## config.mk

```make
export PLATFORM = sky130hd
export DESIGN_NAME = midi_keyswitch_channel_router_unit
export DESIGN_NICKNAME = d
export VERILOG_FILES = /design/src/rtl/mkcr_pkg.sv /design/src/rtl/midi_keyswitch_channel_router_unit.sv
export SDC_FILE = /design/constraint.sdc
export NUM_CORES = 1
export LEC_CHECK = 0
export BUFFER_PORTS_ARGS = -buffer_cell sky130_fd_sc_hd__buf_2
export CAP_MARGIN = 20
export CELL_PAD_IN_SITES_DETAIL_PLACEMENT = 1
export CELL_PAD_IN_SITES_GLOBAL_PLACEMENT = 1
export CORE_AREA = 2 2 192 194
export CTS_CLUSTER_SIZE = 24
export DETAILED_ROUTE_END_ITERATION = 8
export DIE_AREA = 0 0 194 196
export PLACE_DENSITY_LB_ADDON = 0.1
export SLEW_MARGIN = 15
export SYNTH_ARGS = -nofsm -noshare
export SYNTH_HDL_FRONTEND = slang
export SYNTH_SLANG_ARGS = --single-unit
```

## constraint.sdc

```tcl
create_clock -name clk -period 7.8 [get_ports clk]
set_input_delay 1.17 -clock clk [delete_from_list [all_inputs] [get_ports clk]]
set_output_delay 1.17 -clock clk [all_outputs]
set_load 0.01 [all_outputs]
```

## src/rtl/mkcr_pkg.sv

```systemverilog
package mkcr_pkg;

  localparam int CHANNELS = 16;
  localparam int CH_W     = $clog2(CHANNELS);

  // message kinds (upper nibble of the status byte)
  localparam logic [3:0] KIND_NOTE_OFF = 4'h8;
  localparam logic [3:0] KIND_NOTE_ON  = 4'h9;
  localparam logic [3:0] KIND_CTRL     = 4'hB;
  localparam logic [3:0] KIND_PROG     = 4'hC;
  localparam logic [7:0] STATUS_SYSTEM = 8'hF0;

  localparam logic [6:0] CC_BANK_MSB = 7'd0;
  localparam logic [6:0] CC_BANK_LSB = 7'd32;

  localparam logic [4:0] DRUM_CHANNEL = 5'd10;
  localparam logic [6:0] NOTE_MAX     = 7'd127;
  localparam logic [5:0] SHIFT_UP     = 6'd48;
  localparam logic [6:0] PROG_UPPER   = 7'd64;

  // channel select keys beyond the 16 channels
  localparam logic [4:0] SEL_SHIFT_ONLY  = 5'd17;
  localparam logic [4:0] SEL_REMAP_ONLY  = 5'd18;
  localparam logic [4:0] SEL_REMAP_SHIFT = 5'd19;

  // configuration register indexes
  localparam logic REG_MASTER_CHANNEL = 1'b0;
  localparam logic REG_FIRST_KEY      = 1'b1;

  localparam logic [4:0] MASTER_RST = 5'd1;
  localparam logic [6:0] FIRST_KEY_RST = 7'd21;
  localparam logic [4:0] TARGET_RST = 5'd1;

endpackage

```

## src/rtl/midi_keyswitch_channel_router_unit.sv

```systemverilog
// Keyswitch channel router for MIDI channel messages.
// Input channel: in_valid/in_stall with status, two data bytes and a time
// offset per transfer. Output channel: out_valid/out_stall, one message per
// transfer; out_last_of_run marks the final message caused by one input.
// An input item gives one message, none, or three (CC0, CC32 and a program
// change on the target channel, at time zero).
// An accepted item is held in the input register, is decoded into the result
// register once that register is free, and its first message is offered from
// there. A one-message item takes one output transfer, a three-message item
// three; the output port, one message per cycle while out_stall is low, sets
// the rate. An item that gives nothing offers no message. A stall on the
// output holds the result register and its payload; the input register
// then fills and in_stall rises. Configuration is written through
// cfg_wr_en/cfg_index/cfg_data; the user must write it only while idle, which
// the block itself does not enforce.
// Reset (rst_n low, synchronous) empties both registers, sets master channel
// 1, first key 21, target channel 1, clears the held keys, remap and shift,
// and clears every bank and program entry.
module midi_keyswitch_channel_router_unit (
  input  logic        clk,
  input  logic        rst_n,
  input  logic        cfg_wr_en,
  input  logic        cfg_index,
  input  logic [6:0]  cfg_data,
  input  logic        in_valid,
  output logic        in_stall,
  input  logic [7:0]  in_status_byte,
  input  logic [6:0]  in_data_one,
  input  logic [6:0]  in_data_two,
  input  logic [15:0] in_time_offset,
  output logic        out_valid,
  input  logic        out_stall,
  output logic [7:0]  out_status,
  output logic [6:0]  out_data_one,
  output logic [6:0]  out_data_two,
  output logic [15:0] out_time,
  output logic        out_last_of_run
);
  import mkcr_pkg::*;

  // configuration
  logic [4:0] master_r;
  logic [6:0] first_key_r;

  // routing state
  logic [4:0] target_r, target_nxt;
  logic [5:0] shift_r, shift_nxt;
  logic       remap_r, remap_nxt;
  logic       chan_held_r, chan_held_nxt;
  logic       bank_held_r, bank_held_nxt;
  logic       prog_held_r, prog_held_nxt;
  logic [6:0] bank_mem_r [CHANNELS];
  logic [6:0] prog_mem_r [CHANNELS];

  // input register
  logic        iv_r;
  logic [7:0]  st_r;
  logic [6:0]  d1_r, d2_r;
  logic [15:0] tm_r;

  // result register
  logic        jv_r;
  logic        triple_r;
  logic [1:0]  beat_r;
  logic [7:0]  one_st_r;
  logic [6:0]  one_d1_r, one_d2_r;
  logic [15:0] one_tm_r;
  logic [CH_W-1:0] tri_ch_r;
  logic [6:0]  tri_bank_r, tri_prog_r;

  logic adv, job_load, in_take, out_take;

  // decode
  logic [CH_W-1:0] ix;
  logic [3:0]  kind;
  logic        chan_msg, master_hit, drum_hit, is_note, press;
  logic [4:0]  chan;
  logic [8:0]  note9, fk9, rel9;
  logic [4:0]  sel;
  logic [7:0]  shifted;
  logic [6:0]  clamped;
  logic [6:0]  bank_cur, prog_cur;
  logic        bank_wr, prog_wr;
  logic [6:0]  bank_wval, prog_wval;
  logic        emit_one, emit_three;
  logic [7:0]  one_st;
  logic [6:0]  one_d1;

  assign out_valid = jv_r;
  assign out_take  = jv_r && !out_stall;
  assign adv       = !jv_r || (out_take && out_last_of_run);
  assign job_load  = iv_r && adv;
  assign in_stall  = iv_r && !adv;
  assign in_take   = in_valid && !in_stall;

  assign ix         = CH_W'(target_r - 5'd1);
  assign kind       = st_r[7:4];
  assign chan_msg   = st_r[7] && (st_r < STATUS_SYSTEM);
  assign chan       = {1'b0, st_r[3:0]} + 5'd1;
  assign master_hit = chan_msg && (chan == master_r);
  assign drum_hit   = chan_msg && remap_r && (chan == DRUM_CHANNEL);
  assign is_note    = (kind == KIND_NOTE_OFF) || (kind == KIND_NOTE_ON);
  assign press      = (kind == KIND_NOTE_ON) && (d2_r != 7'd0);
  assign note9      = {2'b00, d1_r};
  assign fk9        = {2'b00, first_key_r};
  assign rel9       = note9 - fk9 - 9'd3;
  assign sel        = rel9[4:0] + 5'd1;
  assign shifted    = {1'b0, d1_r} + {2'b00, shift_r};
  assign clamped    = shifted[7] ? NOTE_MAX : shifted[6:0];
  assign bank_cur   = bank_mem_r[ix];
  assign prog_cur   = prog_mem_r[ix];

  always_comb begin
    target_nxt    = target_r;
    shift_nxt     = shift_r;
    remap_nxt     = remap_r;
    chan_held_nxt = chan_held_r;
    bank_held_nxt = bank_held_r;
    prog_held_nxt = prog_held_r;
    bank_wr       = 1'b0;
    prog_wr       = 1'b0;
    bank_wval     = bank_cur;
    prog_wval     = prog_cur;
    emit_one      = 1'b0;
    emit_three    = 1'b0;
    one_st        = st_r;
    one_d1        = d1_r;
    if (master_hit) begin
      if (!is_note) begin
        emit_one = 1'b1;
        one_st   = {kind, ix};
      end else if (note9 == fk9 + 9'd2) begin
        chan_held_nxt = press;
        if (press) begin
          if (bank_held_r && prog_held_r) begin
            emit_three = 1'b1;
          end else if (bank_held_r && prog_cur != NOTE_MAX) begin
            prog_wr    = 1'b1;
            prog_wval  = prog_cur + 7'd1;
            emit_three = 1'b1;
          end
        end
      end else if (note9 == fk9) begin
        prog_held_nxt = press;
        if (press) begin
          if (bank_held_r && chan_held_r) begin
            emit_three = 1'b1;
          end else if (bank_held_r && prog_cur != 7'd0) begin
            prog_wr    = 1'b1;
            prog_wval  = prog_cur - 7'd1;
            emit_three = 1'b1;
          end
        end
      end else if (note9 == fk9 + 9'd1) begin
        bank_held_nxt = press;
        if (press) begin
          if (chan_held_r && prog_held_r) begin
            emit_three = 1'b1;
          end else if (prog_held_r && prog_cur != 7'd0) begin
            prog_wr    = 1'b1;
            prog_wval  = prog_cur - 7'd1;
            emit_three = 1'b1;
          end else if (chan_held_r && prog_cur != NOTE_MAX) begin
            prog_wr    = 1'b1;
            prog_wval  = prog_cur + 7'd1;
            emit_three = 1'b1;
          end
        end
      end else if (chan_held_r && !bank_held_r && !prog_held_r &&
                   note9 >= fk9 + 9'd3 && note9 <= fk9 + 9'd21) begin
        if (press) begin
          priority if (sel == SEL_SHIFT_ONLY) begin
            remap_nxt = 1'b0; target_nxt = 5'd1; shift_nxt = SHIFT_UP;
          end else if (sel == SEL_REMAP_ONLY) begin
            remap_nxt = 1'b1; target_nxt = 5'd1; shift_nxt = 6'd0;
          end else if (sel == SEL_REMAP_SHIFT) begin
            remap_nxt = 1'b1; target_nxt = 5'd1; shift_nxt = SHIFT_UP;
          end else begin
            remap_nxt = 1'b0; target_nxt = sel; shift_nxt = 6'd0;
          end
        end
      end else if (!chan_held_r && bank_held_r && !prog_held_r &&
                   note9 >= fk9 + 9'd3 && note9 <= fk9 + 9'd18) begin
        if (press) begin
          bank_wr    = 1'b1;
          bank_wval  = rel9[6:0];
          prog_wr    = 1'b1;
          prog_wval  = 7'd0;
          emit_three = 1'b1;
        end
      end else if (!bank_held_r && prog_held_r &&
                   note9 >= fk9 + 9'd3 && note9 <= fk9 + 9'd66) begin
        if (press) begin
          prog_wr    = 1'b1;
          prog_wval  = rel9[6:0] + (chan_held_r ? PROG_UPPER : 7'd0);
          emit_three = 1'b1;
        end
      end else begin
        emit_one = 1'b1;
        one_st   = {kind, ix};
        one_d1   = clamped;
      end
    end else if (drum_hit) begin
      emit_one = 1'b1;
      one_st   = {kind, 4'd0};
      one_d1   = is_note ? clamped : d1_r;
    end else begin
      emit_one = 1'b1;
    end
  end

  // configuration port
  always_ff @(posedge clk) begin
    if (!rst_n) begin
      master_r    <= MASTER_RST;
      first_key_r <= FIRST_KEY_RST;
    end else if (cfg_wr_en) begin
      unique case (cfg_index)
        REG_MASTER_CHANNEL: master_r    <= cfg_data[4:0];
        REG_FIRST_KEY:      first_key_r <= cfg_data;
        default:            ;
      endcase
    end
  end

  // routing state, updated as an item leaves the input register
  always_ff @(posedge clk) begin
    if (!rst_n) begin
      target_r    <= TARGET_RST;
      shift_r     <= 6'd0;
      remap_r     <= 1'b0;
      chan_held_r <= 1'b0;
      bank_held_r <= 1'b0;
      prog_held_r <= 1'b0;
      for (int i = 0; i < CHANNELS; i++) begin
        bank_mem_r[i] <= 7'd0;
        prog_mem_r[i] <= 7'd0;
      end
    end else if (job_load) begin
      target_r    <= target_nxt;
      shift_r     <= shift_nxt;
      remap_r     <= remap_nxt;
      chan_held_r <= chan_held_nxt;
      bank_held_r <= bank_held_nxt;
      prog_held_r <= prog_held_nxt;
      if (bank_wr) begin
        bank_mem_r[ix] <= bank_wval;
      end
      if (prog_wr) begin
        prog_mem_r[ix] <= prog_wval;
      end
    end
  end

  // input register
  always_ff @(posedge clk) begin
    if (!rst_n) begin
      iv_r <= 1'b0;
    end else if (in_take) begin
      iv_r <= 1'b1;
    end else if (job_load) begin
      iv_r <= 1'b0;
    end
  end

  always_ff @(posedge clk) begin
    if (in_take) begin
      st_r <= in_status_byte;
      d1_r <= in_data_one;
      d2_r <= in_data_two;
      tm_r <= in_time_offset;
    end
  end

  // result register
  always_ff @(posedge clk) begin
    if (!rst_n) begin
      jv_r   <= 1'b0;
      beat_r <= 2'd0;
    end else if (job_load) begin
      jv_r   <= emit_one || emit_three;
      beat_r <= 2'd0;
    end else if (out_take) begin
      if (out_last_of_run) begin
        jv_r <= 1'b0;
      end
      beat_r <= beat_r + 2'd1;
    end
  end

  always_ff @(posedge clk) begin
    if (job_load) begin
      triple_r   <= emit_three;
      one_st_r   <= one_st;
      one_d1_r   <= one_d1;
      one_d2_r   <= d2_r;
      one_tm_r   <= tm_r;
      tri_ch_r   <= ix;
      tri_bank_r <= bank_wval;
      tri_prog_r <= prog_wval;
    end
  end

  // output mux over the beats of a bank and program run
  always_comb begin
    out_status      = one_st_r;
    out_data_one    = one_d1_r;
    out_data_two    = one_d2_r;
    out_time        = one_tm_r;
    out_last_of_run = 1'b1;
    if (triple_r) begin
      out_time = 16'd0;
      unique case (beat_r)
        2'd0: begin
          out_status      = {KIND_CTRL, tri_ch_r};
          out_data_one    = CC_BANK_MSB;
          out_data_two    = tri_bank_r;
          out_last_of_run = 1'b0;
        end
        2'd1: begin
          out_status      = {KIND_CTRL, tri_ch_r};
          out_data_one    = CC_BANK_LSB;
          out_data_two    = tri_bank_r;
          out_last_of_run = 1'b0;
        end
        default: begin
          out_status      = {KIND_PROG, tri_ch_r};
          out_data_one    = tri_prog_r;
          out_data_two    = 7'd0;
          out_last_of_run = 1'b1;
        end
      endcase
    end
  end

endmodule
```

### Yosys cells after proc, flatten, opt, wreduce, memory -nomap -nowiden

Memory sizes are Yosys's and may differ from the RTL's.
Index checks and enable logic that the tools add are counted.

| storage, ports and cells | value |
|---|---|
| flip-flop bits (word level) | 125 |
| latch bits | 0 |
| bits in writable memories | 224 |
| memory bits (read-only) | 0 |
| bits of input ports | 51 |
| output and inout port bits | 41 |
| logic and storage cells | 250 |
| memories | 2 |

Memory list:

| memory | depth | width | read ports | clocked after Yosys merged registers in | wr ports | RTL line | text |
|---|---|---|---|---|---|---|---|
| bank_mem_r | 16 | 7 | 1 | 0 | 16 | midi_keyswitch_channel_router_unit.sv:52 | `logic [6:0] bank_mem_r [CHANNELS];` |
| prog_mem_r | 16 | 7 | 1 | 0 | 16 | midi_keyswitch_channel_router_unit.sv:53 | `logic [6:0] prog_mem_r [CHANNELS];` |

| cells by class | value |
|---|---|
| add/subtract/negate cells | 16 |
| $mul | 0 |
| divide/modulo/power cells | 0 |
| magnitude comparators | 5 |
| equality and inequality tests | 12 |
| shifts and indexed selects | 0 |
| muxes and demuxes | 132 |
| bitwise operators | 5 |
| reductions and logical operators | 55 |

Operator list:

| cell | count |
|---|---|
| $mux 7 | 46 |
| $mux 1 | 66 |
| $mux 4 | 14 |
| $logic_and 1x1->1 | 28 |
| $le 7x8->1 | 3 |
| $mux 6 | 3 |
| $add 7x2->8 const B | 2 |
| $add 7x5->8 const B | 2 |
| $eq 7x8->1 | 2 |
| $mux 16 | 1 |
| $eq 5x5->1 const B | 3 |
| $pmux 7 s2 | 1 |
| $reduce_bool 7->1 | 2 |
| $reduce_or 7->1 | 2 |
| $add 7x1->8 const B | 1 |
| $add 7x6->8 | 1 |
| $add 7x7->8 const B | 1 |
| $eq 4x4->1 const B | 2 |
| $ge 7x8->1 | 1 |
| $lt 8x8->1 const B | 1 |
| $mux 8 | 1 |
| $reduce_and 8->1 | 1 |
| $add 7x1->7 const B | 1 |
| $add 7x7->7 | 1 |
| other kinds (22) | 39 |

### Depth between registers and ports, before layout

An unclocked memory read counts as a cell.

| logic depth | value |
|---|---|
| word-level depth | 19 |
| gate-level depth with buffers | 22 |
| depth with buffers taken out | 15 |

### Worst setup path before layout

OpenSTA, ideal clock, no wires.

| timing | value |
|---|---|
| kind | flip-flop to flip-flop |
| start point | register target_r[0] |
| end point | memory prog_mem_r[15][0] (enable) |
| library setup time | 381 ps |
| arrival time | 5846 ps |
| required time | 7419 ps |
| setup slack | 1573 ps |
| cell stages (with the launch flop) | 23 |
| clock period less this slack | 6227 ps |
| cell sequence | dfxtp_1 buf_6 buf_8 buf_6 buf_6 buf_1 inv_1 ha_1 buf_2 buf_1 mux4_2 mux4_2 buf_6 ha_1 inv_1 a2111oi_2 and4_1 a21oi_1 o311ai_1 a311o_1 buf_2 buf_2 o21ai_0 |

RTL lines:

| what | RTL line | text |
|---|---|---|
| from (decl) | midi_keyswitch_channel_router_unit.sv:46 | `logic [4:0] target_r, target_nxt;` |
| from (signal assigned) | midi_keyswitch_channel_router_unit.sv:240 | `target_r <= target_nxt;` |
| to (decl) | midi_keyswitch_channel_router_unit.sv:53 |  |

==> flow_metrics.tcl <==
set metrics [dict create \
    fmax_mhz 149 \
    dieArea_mm2 0.0380 \
    grt_overflow_total 0 \
    hold_violations 0 \
    final_max_slew_viol_count 0 \
    clock_power_share_pct 40.1 \
    tritoncts "built" \
    path_buf_inv 4 \
    critical-path-top-delay-family "compound AO/OA/AOI/OAI gates" \
    drc 0 \
    dpl.hpwl_mm 37.6 \
    power_mw 4.17 \
    hold_class "reg2reg" \
    synth_top_cell_area_share_pct 52.6 \
    gr-usage-met2_pct 49.0 \
    yosysSeqAreaShare_pct 55.4 \
    clk_pin_slew_ns 0.06 \
    fin_setup_tns_ns 0 \
    status "finished clean" \
    clkLatencyLatePin_ns 0.56 \
    first_pass_iters 5 \
    grt_usage_pct 28.4 \
    core_mm2 0.0361 \
    cts_max_path_buffers 3 \
    ys_top_cells_by_area "edfxtp_1 (53%), mux4_2 (8.0%), ha_1 (4.0%), nor2_1 (3.7%), dfxtp_1 (2.7%)" \
    fin_skew_ns 0.0315 \
    routed_wirelength_mm 53.1 \
    post_cts_buffers 0 \
    peakVddDrop_v 0.000198 \
    startpoint_type "flop" \
    synth-main-ff-cell "edfxtp_1" \
    netlist_top_cells_count "edfxtp_1 (319), nor2_1 (179), nand2_1 (116)" \
    fin_crit_sh_pct 86.0 \
    crit_slowest_cell "a311o_2" \
    yosysTopAreaCell "edfxtp_1" \
    drtAntennaViolNets 0 \
    syn_inst 1484 \
    worstSetupEndpointType "flop" \
    placementRows 70 \
    grt_max_degree 59 \
    relSlewSlack_pct 26.4 \
    netlist_area_mm2 0.0182 \
    clock_sinks 344 \
    setup_viol 0 \
    via_per_inst 6.17 \
    grt_pass1_vias 13200 \
    p_per_area_mw_per_mm2 206 \
    io_buffers 91 \
    worst_pin_slew_ns 1.09 \
    drive_above_1_share_pct 20.3 \
    die_h_um 196 \
    path_max_fanout 43 \
    cellLeakagePower_nw 7.09 \
    wl_per_cell_um 26.0 \
    ctsResizeCount 0 \
    cts_max_level 2 \
    cp_slowest_stage_delay_ns 0.95 \
    place_area_mm2 0.0190 \
    grt_setup_unrepaired "no" \
    drtIter0Drc 768 \
    required_ns 7.94 \
    place_congestion 0.954 \
    synth-edff-count 319 \
    antenna_found_initial 1 \
    cp.arrival_ns 6.85 \
    swShare_pct 23.9 \
    avgSynthCellArea_um2 12.3 \
    synth_seq_cells 344 \
    met3_usage_pct 3.87 \
    p_int_mw 3.17 \
    fin_area_mm2 0.0202 \
    cp_cell_sequence "inv_1 > ha_1 > xnor2_1 > inv_2 > mux4_2 > ha_1 > inv_1 > a2111oi_2 > and4_1 > a21oi_1 > o311ai_1 > a311o_2 > buf_4 > o21ai_0" \
    gr-max-usage-layer "met2" \
    synth.most_common_cell "edfxtp_1" \
    yosys_warnings 0 \
    finalNetCount 1659 \
    cts-buffers-inserted 38 \
    grt_first_pass_wirelength_mm 82.3 \
    cap_violations 0 \
    fillers 3658 \
    ioPinCount 92 \
    syn_nets 1595 \
    die_w_um 194 \
    syn_to_final_growth_pct 11.1 \
    num_vias 12600 \
    cts-root-buf "clkbuf_16" \
    initial_core_util_pct 50.4 \
    combPwrFrac_pct 8.8 \
    cts_hold_buf 0 \
    synth.distinct_cells 91 \
    crit_type "reg2reg" \
    use_met1_pct 37.5 \
    switchingPower_mw 0.997 \
    async_flop_share_pct 0 \
    seq_power_share_pct 51.1 \
    layout_min_cycle_time_ns 6.71 \
]
## per-layer routing
metal	share of wire [%]	vias to the layer above	routed length (µm)
met5	0	-	0
met4	2.6	0	1380
met3	5.4	79	2890
met2	50	391	26700
met1	42	6440	22200
li1	-	5685	-
## registers in the layout, indices dropped and copies added, names as in the netlist, 5 cells and up
name,cells
first_key_r,7
one_tm_r,16
bank_mem_r,112
prog_mem_r,112
master_r,5
tm_r,16
d1_r,7
one_d2_r,7
one_d1_r,7
tri_bank_r,7
d2_r,7
tri_prog_r,7
one_st_r,8
st_r,8
## power by group through the flow
stage	Sequential (mW)	Clock, mW	Combinational [mW]
floorplan	2.14	0	0.235
global placement	2.17	0	0.348
detailed placement	2.17	0	0.360
CTS	2.13	1.70	0.363
global route	2.14	1.76	0.400
finish	2.13	1.67	0.367
## area by class of cell
class                      instances  area (µm²)  share of cell area [%]
sequential                       344       10100                    49.9
multi-input combinational        974        7440                    36.8
clock buffer                      50        1030                    5.08
timing repair buffer             128         751                    3.71
tap                              468         586                    2.90
inverter                          62         233                    1.15
clock inverter                    15        92.6                   0.458
antenna                            1        2.50                  0.0124
## worst paths after layout
path,startpoint,to,slack [ns],depth (start not counted)
worst max-delay path,target_r[0]$_SDFFE_PN1P_,prog_mem_r[2][1]$_SDFFCE_PN0P_,1.09,14
worst max register to register,target_r[0]$_SDFFE_PN1P_,prog_mem_r[2][1]$_SDFFCE_PN0P_,1.09,14
worst min-delay path,tm_r[5]$_DFFE_PP_,one_tm_r[5]$_DFFE_PP_,0.42,0
worst min register to register,tm_r[5]$_DFFE_PP_,one_tm_r[5]$_DFFE_PP_,0.42,0
## cells in the final DEF, fill, tap and decap left out, types with 7 or more instances in the layout
cell,count
a21boi_0,9
a21oi_1,29
a22o_1,7
and2_1,8
buf_2,99
buf_4,24
clkbuf_1,10
clkbuf_16,39
clkinv_1,9
dfxtp_1,24
edfxtp_1,319
ha_1,57
inv_1,56
mux2_2,7
mux2i_1,29
mux4_2,65
nand2_1,116
nand3_1,25
nand4_1,8
nor2_1,179
nor2b_1,28
nor3_1,68
nor3_2,9
nor4_1,25
nor4_2,23
o211ai_1,17
o21a_1,9
o21ai_0,68
o31ai_1,7
or3_1,8
or4_1,7
xnor2_1,33
xor2_1,13
## per-stage QoR
stage	std cells	util, %	hold slack (ns)	worst slack, ns
floorplan	1484	-	0.400	1.57
global placement	1963	52.6	0.400	1.62
detailed placement	1967	52.7	0.406	1.27
CTS	2032	55.8	0.420	1.15
global route	2042	56.0	0.426	0.701
finish	2042	56.0	0.420	1.09
## cell families after synthesis
| group | synth area share (%) |
|---|---|
| multiplexers | 10.3 |
| flip-flops | 55.4 |
| AND/OR/NAND/NOR | 15.4 |
| buffers and inverters | 3.94 |
| XOR/XNOR | 2.21 |
| adder cells (fa/ha/maj) | 4.21 |
| AO/OA/AOI/OAI | 8.57 |
## worst register-to-register path, cell delays in order, from the launching register on
cell       delay [ns]
dfxtp_4          0.73
inv_1            0.24
ha_1             0.27
xnor2_1          0.44
inv_2            0.44
mux4_2           0.68
ha_1             0.30
inv_1            0.08
a2111oi_2        0.44
and4_1           0.32
a21oi_1          0.13
o311ai_1         0.46
a311o_2          0.95
buf_4            0.41
o21ai_0          0.40
Note: power is estimated with default switching activity, not from simulation.
